### config.mk
export PLATFORM = sky130hd
export DESIGN_NAME = stream_search_replace_core_flat
export DESIGN_NICKNAME = d
export VERILOG_FILES = /design/src/ssr_pkg.sv /design/src/ssr_in_if.sv /design/src/ssr_out_if.sv /design/src/ssr_cfg_if.sv /design/src/stream_search_replace_core.sv /design/src/ssr_datapath.sv /design/src/ssr_ctrl.sv /design/src/flat_wrapper.sv
export SDC_FILE = /design/constraint.sdc
export NUM_CORES = 1
export LEC_CHECK = 0
export ABC_AREA = 1
export BUFFER_PORTS_ARGS = -buffer_cell sky130_fd_sc_hd__buf_4
export CAP_MARGIN = 20
export CORE_ASPECT_RATIO = 0.9
export CORE_UTILIZATION = 35
export CTS_CLUSTER_SIZE = 20
export DETAILED_ROUTE_END_ITERATION = 12
export PLACE_DENSITY = 0.57
export RECOVER_POWER = 25
export SLEW_MARGIN = 20
export SYNTH_ARGS = -nofsm -noshare
export SYNTH_HDL_FRONTEND = slang
export SYNTH_SLANG_ARGS = --single-unit
### constraint.sdc
create_clock -name clk -period 4.2 [get_ports clk]
set_clock_uncertainty 0.05 [all_clocks]
set_input_delay 0.21 -clock clk [delete_from_list [all_inputs] [get_ports clk]]
set_output_delay 0.21 -clock clk [all_outputs]
set_load 0.005 [all_outputs]
### src/ssr_pkg.sv
// ----------------------------------------------------------------------------
// ssr_pkg
// Shared types and constants for the stream search-and-replace block.
// ----------------------------------------------------------------------------
package ssr_pkg;

  localparam int PATTERN_MAX_DEF = 16;
  localparam int REPLACE_MAX_DEF = 16;

  localparam int BYTE_W     = 8;
  localparam int CFG_DATA_W = 64;
  localparam int CFG_IDX_W  = 3;
  localparam int LEN_W      = 5;

  // configuration register indexes
  localparam logic [CFG_IDX_W-1:0] CFG_PAT_LO  = 3'd0;
  localparam logic [CFG_IDX_W-1:0] CFG_PAT_HI  = 3'd1;
  localparam logic [CFG_IDX_W-1:0] CFG_PAT_LEN = 3'd2;
  localparam logic [CFG_IDX_W-1:0] CFG_REP_LO  = 3'd3;
  localparam logic [CFG_IDX_W-1:0] CFG_REP_HI  = 3'd4;
  localparam logic [CFG_IDX_W-1:0] CFG_REP_LEN = 3'd5;

  // source of an emitted result
  typedef enum logic [1:0] {
    EMIT_WIN,
    EMIT_REP,
    EMIT_END
  } emit_sel_t;

  typedef struct packed {
    logic      load;      // write input byte into window
    logic      shift;     // drop oldest window byte, fill - 1
    logic      clr_fill;  // empty the window
    logic      rc_clr;    // reset replacement counter
    logic      rc_inc;    // advance replacement counter
    logic      emit;      // load the output register
    emit_sel_t emit_sel;
    logic      run_last;
  } ssr_cmd_t;

  typedef struct packed {
    logic full;       // fill equals pattern length
    logic hit;        // window equals pattern
    logic fill_zero;
    logic rc_last;    // replacement counter on the final byte
    logic rlen_zero;
    logic slot_free;  // output register can take a result
  } ssr_status_t;

endpackage

### src/ssr_in_if.sv
// ----------------------------------------------------------------------------
// ssr_in_if
// Input byte channel: valid/ready with byte and end-of-stream flag.
// ----------------------------------------------------------------------------
interface ssr_in_if;
  logic       valid;
  logic       ready;
  logic [7:0] in_byte;
  logic       end_of_input;

  modport source (output valid, output in_byte, output end_of_input, input ready);
  modport sink   (input valid, input in_byte, input end_of_input, output ready);
endinterface

### src/ssr_out_if.sv
// ----------------------------------------------------------------------------
// ssr_out_if
// Result channel: valid/ready with output byte and framing flags.
// ----------------------------------------------------------------------------
interface ssr_out_if;
  logic       valid;
  logic       ready;
  logic [7:0] out_byte;
  logic       byte_valid;
  logic       run_last;
  logic       stream_end;

  modport source (output valid, output out_byte, output byte_valid, output run_last,
                  output stream_end, input ready);
  modport sink   (input valid, input out_byte, input byte_valid, input run_last,
                  input stream_end, output ready);
endinterface

### src/ssr_cfg_if.sv
// ----------------------------------------------------------------------------
// ssr_cfg_if
// Configuration write channel: valid/ready with register index and data.
// ----------------------------------------------------------------------------
interface ssr_cfg_if;
  logic        valid;
  logic        ready;
  logic [2:0]  index;
  logic [63:0] data;

  modport source (output valid, output index, output data, input ready);
  modport sink   (input valid, input index, input data, output ready);
endinterface

### src/stream_search_replace_core.sv
// ----------------------------------------------------------------------------
// stream_search_replace_core
// Streaming find-and-replace: every leftmost non-overlapping occurrence of
// a 1..16 byte pattern is replaced by a 0..16 byte replacement.
// ----------------------------------------------------------------------------
//
// Channel | Dir | Payload                                      | Handshake
// --------+-----+----------------------------------------------+-----------
// in_ch   | in  | in_byte[7:0], end_of_input                   | valid/ready
// out_ch  | out | out_byte[7:0], byte_valid, run_last, stream_end | valid/ready
// cfg_ch  | in  | index[2:0], data[63:0]                       | valid/ready
//
// Sequence: each byte is accepted, then the window is compared; a match then
//   emits the replacement bytes in order. The final byte then flushes the
//   bytes left in the window, sees the window empty and emits the marker;
//   after a match only the marker follows.
// The sequencer handles one transaction at a time; the output register
//   lets the next byte be taken while a result waits downstream.
// Reset (rst_n, sync, active low): window empty, pattern length 1,
//   replacement empty; no clearing pass.
// Stalls: out_ch.ready low holds the sequencer in its emitting state.
// cfg_ch is always ready; the user makes writes only when idle, unchecked.
// ----------------------------------------------------------------------------
module stream_search_replace_core #(
  parameter int PATTERN_MAX = ssr_pkg::PATTERN_MAX_DEF,
  parameter int REPLACE_MAX = ssr_pkg::REPLACE_MAX_DEF
) (
  input logic      clk,
  input logic      rst_n,
  ssr_in_if.sink   in_ch,
  ssr_out_if.source out_ch,
  ssr_cfg_if.sink  cfg_ch
);
  import ssr_pkg::*;

  ssr_cmd_t    cmd;
  ssr_status_t st;

  // config writes never stall
  assign cfg_ch.ready = 1'b1;

  // sequencer: accepts a byte, then steps through compare / burst / flush
  ssr_ctrl u_ctrl (
    .clk      (clk),
    .rst_n    (rst_n),
    .in_valid (in_ch.valid),
    .in_end   (in_ch.end_of_input),
    .in_ready (in_ch.ready),
    .st       (st),
    .cmd      (cmd)
  );

  // window, comparator, config and the output register
  ssr_datapath #(
    .PATTERN_MAX (PATTERN_MAX),
    .REPLACE_MAX (REPLACE_MAX)
  ) u_dp (
    .clk            (clk),
    .rst_n          (rst_n),
    .cmd            (cmd),
    .st             (st),
    .in_byte        (in_ch.in_byte),
    .cfg_we         (cfg_ch.valid),
    .cfg_idx        (cfg_ch.index),
    .cfg_data       (cfg_ch.data),
    .out_ready      (out_ch.ready),
    .out_valid      (out_ch.valid),
    .out_byte       (out_ch.out_byte),
    .out_byte_valid (out_ch.byte_valid),
    .out_run_last   (out_ch.run_last),
    .out_stream_end (out_ch.stream_end)
  );

`ifndef ASSERT_OFF
  // one transaction in flight: no back-to-back input accepts
  a_one_item: assert property (@(posedge clk) disable iff (!rst_n)
    in_ch.valid && in_ch.ready |=> !in_ch.ready)
    else $error("input accepted while previous transaction in progress");

  // end marker is a bare marker and closes the transaction
  a_end_marker: assert property (@(posedge clk) disable iff (!rst_n)
    out_ch.valid && out_ch.stream_end |-> !out_ch.byte_valid && out_ch.run_last)
    else $error("malformed end marker");

  // pattern length write empties the window
  a_len_clears: assert property (@(posedge clk) disable iff (!rst_n)
    cfg_ch.valid && cfg_ch.ready && cfg_ch.index == CFG_PAT_LEN |=> st.fill_zero)
    else $error("window not cleared on pattern length write");

  // a result is only loaded when the output register can take it
  a_no_overwrite: assert property (@(posedge clk) disable iff (!rst_n)
    cmd.emit |-> st.slot_free)
    else $error("result loaded over a pending result");
`endif

endmodule

### src/ssr_datapath.sv
// ----------------------------------------------------------------------------
// ssr_datapath
// Config registers, match window, comparator, replacement counter and
// output register.
// ----------------------------------------------------------------------------
module ssr_datapath #(
  parameter int PATTERN_MAX = ssr_pkg::PATTERN_MAX_DEF,
  parameter int REPLACE_MAX = ssr_pkg::REPLACE_MAX_DEF
) (
  input  logic                               clk,
  input  logic                               rst_n,
  input  ssr_pkg::ssr_cmd_t                  cmd,
  output ssr_pkg::ssr_status_t               st,
  input  logic [7:0]                         in_byte,
  input  logic                               cfg_we,
  input  logic [ssr_pkg::CFG_IDX_W-1:0]      cfg_idx,
  input  logic [ssr_pkg::CFG_DATA_W-1:0]     cfg_data,
  input  logic                               out_ready,
  output logic                               out_valid,
  output logic [7:0]                         out_byte,
  output logic                               out_byte_valid,
  output logic                               out_run_last,
  output logic                               out_stream_end
);
  import ssr_pkg::*;

  localparam int FW   = $clog2(PATTERN_MAX + 1);
  localparam int RC_W = $clog2(REPLACE_MAX + 1);
  localparam logic [LEN_W-1:0] PMAX_L = LEN_W'(PATTERN_MAX);
  localparam logic [LEN_W-1:0] RMAX_L = LEN_W'(REPLACE_MAX);

  logic [CFG_DATA_W-1:0] pat_lo_r, pat_hi_r, rep_lo_r, rep_hi_r;
  logic [LEN_W-1:0]      plen_r, rlen_r;
  logic [7:0]            win_r [PATTERN_MAX];
  logic [FW-1:0]         fill_r, fill_nxt;
  logic [RC_W-1:0]       rc_r, rc_nxt;
  logic                  out_valid_r;
  logic [7:0]            out_byte_r;
  logic                  out_bv_r, out_rl_r, out_se_r;

  logic [2*CFG_DATA_W-1:0] pat_vec, rep_vec;
  logic [LEN_W-1:0]        plen_eff, rlen_eff, wr_pos;
  logic [PATTERN_MAX-1:0]  match;
  logic [7:0]              rep_byte;

  assign pat_vec = {pat_hi_r, pat_lo_r};
  assign rep_vec = {rep_hi_r, rep_lo_r};

  // zero means one, oversize saturates
  always_comb begin
    if (plen_r == '0) begin
      plen_eff = LEN_W'(1);
    end else if (plen_r > PMAX_L) begin
      plen_eff = PMAX_L;
    end else begin
      plen_eff = plen_r;
    end
    rlen_eff = (rlen_r > RMAX_L) ? RMAX_L : rlen_r;
  end

  // overfull window restarts at slot zero
  assign wr_pos   = (LEN_W'(fill_r) >= plen_eff) ? '0 : LEN_W'(fill_r);
  assign rep_byte = rep_vec[8*(4'(rc_r)) +: 8];

  for (genvar i = 0; i < PATTERN_MAX; i++) begin : g_cmp
    assign match[i] = (LEN_W'(i) >= plen_eff) || (win_r[i] == pat_vec[8*i +: 8]);
  end

  assign st.full      = (LEN_W'(fill_r) == plen_eff);
  assign st.hit       = &match;
  assign st.fill_zero = (fill_r == '0);
  assign st.rc_last   = ((LEN_W'(rc_r) + LEN_W'(1)) == rlen_eff);
  assign st.rlen_zero = (rlen_eff == '0);
  assign st.slot_free = !out_valid_r || out_ready;

  always_comb begin
    fill_nxt = fill_r;
    if (cmd.load) begin
      fill_nxt = FW'(wr_pos + LEN_W'(1));
    end else if (cmd.clr_fill) begin
      fill_nxt = '0;
    end else if (cmd.shift) begin
      fill_nxt = fill_r - FW'(1);
    end
    if (cfg_we && cfg_idx == CFG_PAT_LEN) begin
      fill_nxt = '0;
    end
    rc_nxt = rc_r;
    if (cmd.rc_clr) begin
      rc_nxt = '0;
    end else if (cmd.rc_inc) begin
      rc_nxt = rc_r + RC_W'(1);
    end
  end

  always_ff @(posedge clk) begin
    if (!rst_n) begin
      pat_lo_r    <= '0;
      pat_hi_r    <= '0;
      rep_lo_r    <= '0;
      rep_hi_r    <= '0;
      plen_r      <= LEN_W'(1);
      rlen_r      <= '0;
      fill_r      <= '0;
      rc_r        <= '0;
      out_valid_r <= 1'b0;
    end else begin
      fill_r <= fill_nxt;
      rc_r   <= rc_nxt;
      if (cfg_we) begin
        unique case (cfg_idx)
          CFG_PAT_LO:  pat_lo_r <= cfg_data;
          CFG_PAT_HI:  pat_hi_r <= cfg_data;
          CFG_PAT_LEN: plen_r   <= cfg_data[LEN_W-1:0];
          CFG_REP_LO:  rep_lo_r <= cfg_data;
          CFG_REP_HI:  rep_hi_r <= cfg_data;
          CFG_REP_LEN: rlen_r   <= cfg_data[LEN_W-1:0];
          default: ;
        endcase
      end
      if (cmd.emit) begin
        out_valid_r <= 1'b1;
      end else if (out_ready) begin
        out_valid_r <= 1'b0;
      end
    end
  end

  // window: write at fill position, or shift toward slot zero
  always_ff @(posedge clk) begin
    for (int i = 0; i < PATTERN_MAX; i++) begin
      if (cmd.load && wr_pos == LEN_W'(i)) begin
        win_r[i] <= in_byte;
      end else if (cmd.shift && i < PATTERN_MAX - 1) begin
        win_r[i] <= win_r[(i + 1) % PATTERN_MAX];
      end
    end
  end

  always_ff @(posedge clk) begin
    if (cmd.emit) begin
      out_rl_r <= cmd.run_last;
      unique case (cmd.emit_sel)
        EMIT_WIN: begin
          out_byte_r <= win_r[0];
          out_bv_r   <= 1'b1;
          out_se_r   <= 1'b0;
        end
        EMIT_REP: begin
          out_byte_r <= rep_byte;
          out_bv_r   <= 1'b1;
          out_se_r   <= 1'b0;
        end
        default: begin
          out_byte_r <= '0;
          out_bv_r   <= 1'b0;
          out_se_r   <= 1'b1;
        end
      endcase
    end
  end

  assign out_valid      = out_valid_r;
  assign out_byte       = out_byte_r;
  assign out_byte_valid = out_bv_r;
  assign out_run_last   = out_rl_r;
  assign out_stream_end = out_se_r;

endmodule

### src/ssr_ctrl.sv
// ----------------------------------------------------------------------------
// ssr_ctrl
// Sequencer: accept, compare, replace burst, flush and end marker.
// ----------------------------------------------------------------------------
module ssr_ctrl (
  input  logic                 clk,
  input  logic                 rst_n,
  input  logic                 in_valid,
  input  logic                 in_end,
  output logic                 in_ready,
  input  ssr_pkg::ssr_status_t st,
  output ssr_pkg::ssr_cmd_t    cmd
);
  import ssr_pkg::*;

  typedef enum logic [2:0] {
    S_IDLE,
    S_EVAL,
    S_REPL,
    S_FLUSH,
    S_END
  } state_t;

  state_t state_r, state_nxt;
  logic   last_r, last_nxt;

  assign in_ready = (state_r == S_IDLE);

  always_comb begin
    state_nxt    = state_r;
    last_nxt     = last_r;
    cmd          = '0;
    cmd.emit_sel = EMIT_WIN;
    unique case (state_r)
      S_IDLE: begin
        if (in_valid) begin
          cmd.load  = 1'b1;
          last_nxt  = in_end;
          state_nxt = S_EVAL;
        end
      end
      S_EVAL: begin
        if (!st.full) begin
          state_nxt = last_r ? S_FLUSH : S_IDLE;
        end else if (st.hit) begin
          cmd.clr_fill = 1'b1;
          cmd.rc_clr   = 1'b1;
          if (st.rlen_zero) begin
            state_nxt = last_r ? S_END : S_IDLE;
          end else begin
            state_nxt = S_REPL;
          end
        end else if (st.slot_free) begin
          cmd.emit     = 1'b1;
          cmd.shift    = 1'b1;
          cmd.run_last = !last_r;
          state_nxt    = last_r ? S_FLUSH : S_IDLE;
        end
      end
      S_REPL: begin
        if (st.slot_free) begin
          cmd.emit     = 1'b1;
          cmd.emit_sel = EMIT_REP;
          cmd.rc_inc   = 1'b1;
          cmd.run_last = st.rc_last && !last_r;
          if (st.rc_last) begin
            state_nxt = last_r ? S_END : S_IDLE;
          end
        end
      end
      S_FLUSH: begin
        if (st.fill_zero) begin
          state_nxt = S_END;
        end else if (st.slot_free) begin
          cmd.emit  = 1'b1;
          cmd.shift = 1'b1;
        end
      end
      S_END: begin
        if (st.slot_free) begin
          cmd.emit     = 1'b1;
          cmd.emit_sel = EMIT_END;
          cmd.run_last = 1'b1;
          state_nxt    = S_IDLE;
        end
      end
      default: state_nxt = S_IDLE;
    endcase
  end

  always_ff @(posedge clk) begin
    if (!rst_n) begin
      state_r <= S_IDLE;
      last_r  <= 1'b0;
    end else begin
      state_r <= state_nxt;
      last_r  <= last_nxt;
    end
  end

endmodule

### src/flat_wrapper.sv
// flat-port wrapper written by rule: the top's interface ports become plain ports
module stream_search_replace_core_flat import ssr_pkg::*;
#(
  parameter int PATTERN_MAX = ssr_pkg::PATTERN_MAX_DEF,
  parameter int REPLACE_MAX = ssr_pkg::REPLACE_MAX_DEF
)
  (clk, rst_n, in_ch_valid, in_ch_in_byte, in_ch_end_of_input, in_ch_ready, out_ch_valid, out_ch_out_byte, out_ch_byte_valid, out_ch_run_last, out_ch_stream_end, out_ch_ready, cfg_ch_valid, cfg_ch_index, cfg_ch_data, cfg_ch_ready);
  ssr_in_if in_ch_i ();
  ssr_out_if out_ch_i ();
  ssr_cfg_if cfg_ch_i ();
  input logic clk;
  input logic rst_n;
  input wire logic [$bits(in_ch_i.valid)-1:0] in_ch_valid;
  input wire logic [$bits(in_ch_i.in_byte)-1:0] in_ch_in_byte;
  input wire logic [$bits(in_ch_i.end_of_input)-1:0] in_ch_end_of_input;
  output wire logic [$bits(in_ch_i.ready)-1:0] in_ch_ready;
  output wire logic [$bits(out_ch_i.valid)-1:0] out_ch_valid;
  output wire logic [$bits(out_ch_i.out_byte)-1:0] out_ch_out_byte;
  output wire logic [$bits(out_ch_i.byte_valid)-1:0] out_ch_byte_valid;
  output wire logic [$bits(out_ch_i.run_last)-1:0] out_ch_run_last;
  output wire logic [$bits(out_ch_i.stream_end)-1:0] out_ch_stream_end;
  input wire logic [$bits(out_ch_i.ready)-1:0] out_ch_ready;
  input wire logic [$bits(cfg_ch_i.valid)-1:0] cfg_ch_valid;
  input wire logic [$bits(cfg_ch_i.index)-1:0] cfg_ch_index;
  input wire logic [$bits(cfg_ch_i.data)-1:0] cfg_ch_data;
  output wire logic [$bits(cfg_ch_i.ready)-1:0] cfg_ch_ready;
  assign in_ch_i.valid = in_ch_valid;
  assign in_ch_i.in_byte = in_ch_in_byte;
  assign in_ch_i.end_of_input = in_ch_end_of_input;
  assign in_ch_ready = in_ch_i.ready;
  assign out_ch_valid = out_ch_i.valid;
  assign out_ch_out_byte = out_ch_i.out_byte;
  assign out_ch_byte_valid = out_ch_i.byte_valid;
  assign out_ch_run_last = out_ch_i.run_last;
  assign out_ch_stream_end = out_ch_i.stream_end;
  assign out_ch_i.ready = out_ch_ready;
  assign cfg_ch_i.valid = cfg_ch_valid;
  assign cfg_ch_i.index = cfg_ch_index;
  assign cfg_ch_i.data = cfg_ch_data;
  assign cfg_ch_ready = cfg_ch_i.ready;
  stream_search_replace_core #(.PATTERN_MAX(PATTERN_MAX), .REPLACE_MAX(REPLACE_MAX)) u_core (.clk(clk), .rst_n(rst_n), .in_ch(in_ch_i), .out_ch(out_ch_i), .cfg_ch(cfg_ch_i));
endmodule
# Word level (Yosys, flattened, before mapping)

Memory sizes are Yosys's and may differ from the RTL's.
Index checks and enable logic that the tools add are counted.

Memory bits (writable): 128
Memories: 1
Word-level logic and storage cells: 287
Output and inout bits: 14
Register bits after elaboration: 292

Bitwise operators: 16
Equal/unequal tests: 49
Magnitude comparators: 19
Reductions and logical operators: 59
Add/sub/neg operators: 3
Mux-type cells: 124
Shift-type cells: 1

Memories:

| name              | depth | bits a word | read ports | clocked after Yosys merged registers in | wr ports | line               | source |
|---|---|---|---|---|---|---|---|
| u_core.u_dp.win_r | 16    | 8           | 16         | 0                                       | 15       | ssr_datapath.sv:34 | `logic [7:0] win_r [PATTERN_MAX];` |

Operators by type and width:

| cell                  | count |
|---|---|
| $eq A8 B8 Y1          | 16 |
| $mux W8               | 16 |
| $shiftx A128 B8 Y8    | 1 |
| $mux W1               | 78 |
| $eq A5 B4 Y1 const B  | 8 |
| $ge A4 B5 Y1 const A  | 8 |
| $mux W5               | 8 |
| $mux W3               | 11 |
| $eq A5 B3 Y1 const B  | 4 |
| $ge A3 B5 Y1 const A  | 4 |
| $logic_not A5 Y1      | 4 |
| $logic_and A1 B1 Y1   | 18 |
| $logic_or A1 B1 Y1    | 17 |
| $pmux W8 S2           | 1 |
| $reduce_and A16 Y1    | 1 |
| $or A1 B1 Y1          | 15 |
| $pmux W3 S5           | 1 |
| $reduce_and A2 Y1     | 7 |
| $eq A3 B2 Y1 const B  | 4 |
| $add A5 B1 Y5 const B | 2 |
| $eq A5 B2 Y1 const B  | 2 |
| $eq A5 B5 Y1          | 2 |
| $ge A1 B5 Y1 const A  | 2 |
| $ge A2 B5 Y1 const A  | 2 |
| other kinds (25)      | 39 |

# Longest topological paths before layout

Depth after elaboration: 14
Mapped depth: 20
Depth with buffers taken out: 18

# Hierarchy

Synthesis repeated with hierarchy kept, for this count alone.

Cells, all modules: 2558
Area, all modules: 20000.4 sq um

By module, submodules not included:

| module                     | times used | cells an instance | area each (sq um) |
|---|---|---|---|
| ssr_datapath               | 1          | 2480              | 19586.3 |
| ssr_ctrl                   | 1          | 76                | 402.9 |
| stream_search_replace_core | 1          | 2                 | 11.3 |

# Worst setup path before layout

No wires, ideal clock.

Path type: reg2reg
Start: reg u_core.u_dp.plen_r[2]
End: mem u_core.u_dp.win_r[8][0] (netlist: u_core.u_dp.win_r[1][0]), enable pin
Path slack: 1.173 ns
Buffers on the path: 3
Period minus slack after synthesis: 3.027 ns
Data required time: 3.766 ns
Cell stages (with the launch flop): 19
Arrival: 2.593 ns
Cell sequence: dfxtp_1 > buf_2 > nor2_1 > nand2_1 > nand2_1 > nand2_1 > ha_1 > nand2_1 > nor3b_2 > inv_1 > nor2_1 > inv_1 > nor2_1 > inv_1 > nor2_1 > nor2_4 > buf_6 > buf_2 > o21ai_0

RTL lines:

| item                   | line                | source |
|---|---|---|
| from (decl)            | ssr_datapath.sv:33  | `logic [LEN_W-1:0] plen_r, rlen_r;` |
| from (signal assigned) | ssr_datapath.sv:114 | `CFG_PAT_LEN: plen_r <= cfg_data[LEN_W-1:0];` |
| to (decl)              | ssr_datapath.sv:34  |  |

==> flow_metrics.env <==
export IMPL_start_kind="register"
export IMPL_worstPathCellList="nor2_1 -> nand2_1 -> nand2_1 -> nand2_1 -> inv_1 -> ha_1 -> nor3b_2 -> nor3_1 -> nand3_1 -> nor2_1 -> ha_1 -> nand3_1 -> o21ai_0"
export IMPL_drc_errors=0
export IMPL_portBuffers=93
export IMPL_slew_headroom=-0.764
export IMPL_synthTopCellsByCount="nand2_1, nor2_1, o21ai_0"
export IMPL_leakage_nw=8.86
export IMPL_cts_hold_buf=74
export IMPL_dpl_cell_area_sq_um=20200
export IMPL_vias=16400
export IMPL_arrival_ps=3830
export IMPL_drt_first_pass_iters=5
export IMPL_track_usage=0.228
export IMPL_crit_path_frequent_cell="nand2_1"
export IMPL_ir_drop_mv=0.292
export IMPL_endpoint_kind="register"
export IMPL_htreeDepth=2
export IMPL_pre_cts_slack_ps=485
export IMPL_hold_start="cfg_ch_index[2]"
export IMPL_fp_dieH_um=222
export IMPL_rows=80
export IMPL_rsz0062_at_grt="false"
export IMPL_grt_pass1_wl_um=94900
export IMPL_routed_wl_um=62800
export IMPL_reg2reg_setup_slack_ps=530
export IMPL_synth_simple_area_share=0.200
export IMPL_start_util=0.355
export IMPL_synthAdderAreaFrac=0.00798
export IMPL_die_area_sq_um=54700
export IMPL_fin_nets=2581
export IMPL_ys_seq_area_frac=0.521
export IMPL_gp_congestion=0.877
export IMPL_instances_no_fill=3222
export IMPL_synth_seq_cells=420
export IMPL_ff_latch_area_sq_um=9800
export IMPL_hold_class="in -> reg"
export IMPL_synth_compound_area_frac=0.157
export IMPL_synth_area_leader_cell="dfxtp_1"
export IMPL_synth_most_common_cell="nand2_1"
export IMPL_drive_above_1_share=0.0788
export IMPL_syn_avg_cell_area_sq_um=7.93
export IMPL_yosysTopAreaCellShare=0.299
export IMPL_async_flop_share=0
export IMPL_clk_latency_ps=590
export IMPL_cts_setup_buffers=0
export IMPL_synthMuxAreaShare=0
export IMPL_cts_resized=0
export IMPL_drt_iter0_drc=1567
export IMPL_clock_root_buffer="clkbuf_16"
export IMPL_num_io_pins=95
export IMPL_status="finished, violations left"
export IMPL_clock_fmax_mhz=272
export IMPL_fill_cells=5350
export IMPL_grt_pass1_vias=15400
export IMPL_tightest_slew_ps=2650
export IMPL_avgViaCountPerCell=5.09
export IMPL_dp_cells=3064
export IMPL_rr_startpoint="u_core.u_dp.plen_r[2]"
export IMPL_syn_cell_area_sq_um=18800
export IMPL_antenna_found_initial=5
export IMPL_drv_slew=308
export IMPL_critical_path_max_stage_delay_ps=860
export IMPL_reg2reg_to="u_core.u_dp.win_r[0][41]"
export IMPL_dp_hpwl_um=44200
export IMPL_area_growth_pct=18.6
export IMPL_top_layer="met5"
export IMPL_crit_required_ps=4360
export IMPL_power_density_nw_per_um2=548
export IMPL_hold_viol_final=0
export IMPL_tns_ps=0
export IMPL_synthCells=2374
export IMPL_synth_ff_type="dfxtp_1"
export IMPL_fin_crit_sh=0.875
export IMPL_num_antenna_cells=0
export IMPL_cts_buffer_depth=3
export IMPL_grt_max_degree=135
export IMPL_synthesis_nets=2467
export IMPL_core_area_sq_um=53100
export IMPL_numCtsBuffers=45
export IMPL_cp_max_fo=9
export IMPL_cpMaxStageDelayCell="o21ai_0"
export IMPL_wl_met2_um=28300
export IMPL_critPathKind="reg -> reg"
export IMPL_period_needed_ps=3670
export IMPL_cts_clk_slew_worst_paths_ps=60
export IMPL_dr_wl_met3_um=3850
export IMPL_setup_viol=0
export IMPL_synth_edff_count=139
export IMPL_setup_slack_ps=525
export IMPL_synth_yosys_warnings=0
export IMPL_cap_violations=4
export IMPL_synth_top_family_by_area="simple AND/OR/NAND/NOR gates"
export IMPL_fp_dieW_um=246
export IMPL_synth_top_cells_by_area="dfxtp_1, edfxtp_1, o21ai_0"
export IMPL_wl_met1_um=29300
export IMPL_gr_total_overflow=0
export IMPL_rr_worst_depth=13
export IMPL_synth_cell_types=38
export IMPL_worstHoldPathCells=5
export IMPL_clock_sinks=420
export IMPL_min_to="u_core.u_dp.rlen_r[0]"
export IMPL_antenna_left=0
export IMPL_multi_input_comb_area_sq_um=7880
export IMPL_violations="capacitance limit, slew limit"
export IMPL_final_cell_area_sq_um=22300
export IMPL_synth_xor_area_share=0.0531
export IMPL_wire_per_inst_um=19.5
export IMPL_cts_tree="yes"
-- power breakdown --
part	internal (mW)	switching [mW]	leakage, nW
sequential	4.84	0.396	3.55
combinational	1.00	1.97	4.59
clock	2.31	1.73	0.725
-- worst max-delay path: cells and delay by family (launching register included) --
family / cells / cell delay (ps)
DFF: 1 / 520
and+or+nand+nor: 9 / 1330
adders and majority gates: 2 / 490
buffers and inverters: 1 / 50
AOI/OAI and AO/OA: 1 / 860
-- registers in the layout, summed over array words and instances, names as in the netlist --
name,count
u_core.u_dp.win_r,128
u_core.u_dp.pat_hi_r,64
u_core.u_dp.pat_lo_r,64
u_core.u_dp.rep_hi_r,64
u_core.u_dp.rep_lo_r,64
u_core.u_dp.out_byte,8
u_core.u_dp.fill_r,5
u_core.u_dp.plen_r,5
u_core.u_dp.rc_r,5
u_core.u_dp.rlen_r,5
u_core.u_ctrl.state_r,3
u_core.u_ctrl.last_r,1
u_core.u_dp.out_byte_valid,1
u_core.u_dp.out_run_last,1
u_core.u_dp.out_stream_end,1
u_core.u_dp.out_valid,1
-- layout by cell type, fill, tap and decap left out, types with 8 or more instances in the layout --
cell type / synthesis / layout
o21ai_0: 353 / 345
a32o_1: 16 / 16
clkbuf_8: 0 / 12
o221ai_1: 13 / 13
nor2_1: 462 / 460
nand2_1: 465 / 465
edfxtp_1: 139 / 139
o21ai_1: 3 / 11
dlygate4sd3_1: 0 / 74
inv_1: 160 / 161
clkbuf_16: 0 / 46
buf_4: 1 / 105
nand3_1: 23 / 23
clkbuf_1: 109 / 26
dfxtp_1: 281 / 280
xnor2_1: 99 / 99
o311ai_0: 8 / 8
ha_1: 12 / 12
a21oi_1: 151 / 151
xor2_1: 15 / 15
-- layer usage --
layer,global-route usage,vias to the layer above
met4,0.0564,4
met5,0,-
li1,-,7969
met2,0.354,501
met3,0.0327,76
met1,0.332,7859
-- logic make-up (layout without fill, tap and decap cells) --
group                    count (synthesis)  count (layout)
AND/OR/NAND/NOR                        973             973
flip-flops                             420             420
buffers and inverters                  301             452
AO/OA/AOI/OAI                          553             553
XOR/XNOR                               114             114
other                                    1               1
adder cells (fa/ha/maj)                 12              12
-- per-stage QoR --
| step | hold slack [ps] | util | total power, mW |
|---|---|---|---|
| 2_1_floorplan | 259 | - | 6.99 |
| 3_3_place_gp | 365 | 0.380 | 8.17 |
| 3_5_place_dp | 363 | 0.380 | 8.21 |
| 4_1_cts | 85.6 | 0.423 | 12.3 |
| 5_1_grt | 122 | 0.421 | 12.8 |
| 6_report | 106 | 0.421 | 12.2 |
-- layout make-up --
cell class	instances	area share
Clock buffer	73	0.0616
Clock inverter	11	0.00499
Inverter	170	0.0286
Multi-Input combinational cell	1653	0.353
Sequential cell	420	0.439
Tap cell	697	0.0391
Timing Repair Buffer	198	0.0737
-- worst max-delay path by stage --
| stage | start | slack [ps] | endpoint | cells after the start |
|---|---|---|---|---|
| floorplan | u_core.u_dp.plen_r[2] | 1170 | u_core.u_dp.win_r[1][0] | 18 |
| global placement | u_core.u_dp.plen_r[2] | 510 | u_core.u_dp.win_r[1][50] | 13 |
| detailed placement | u_core.u_dp.plen_r[2] | 480 | u_core.u_dp.win_r[1][23] | 13 |
| CTS | u_core.u_dp.plen_r[2] | 460 | u_core.u_dp.win_r[1][22] | 13 |
| global route | rst_n | 200 | u_core.u_dp.rep_lo_r[4] | 4 |
| finish | u_core.u_dp.plen_r[2] | 530 | u_core.u_dp.win_r[0][41] | 13 |
No activity file was read; power rests on OpenSTA's default activity.
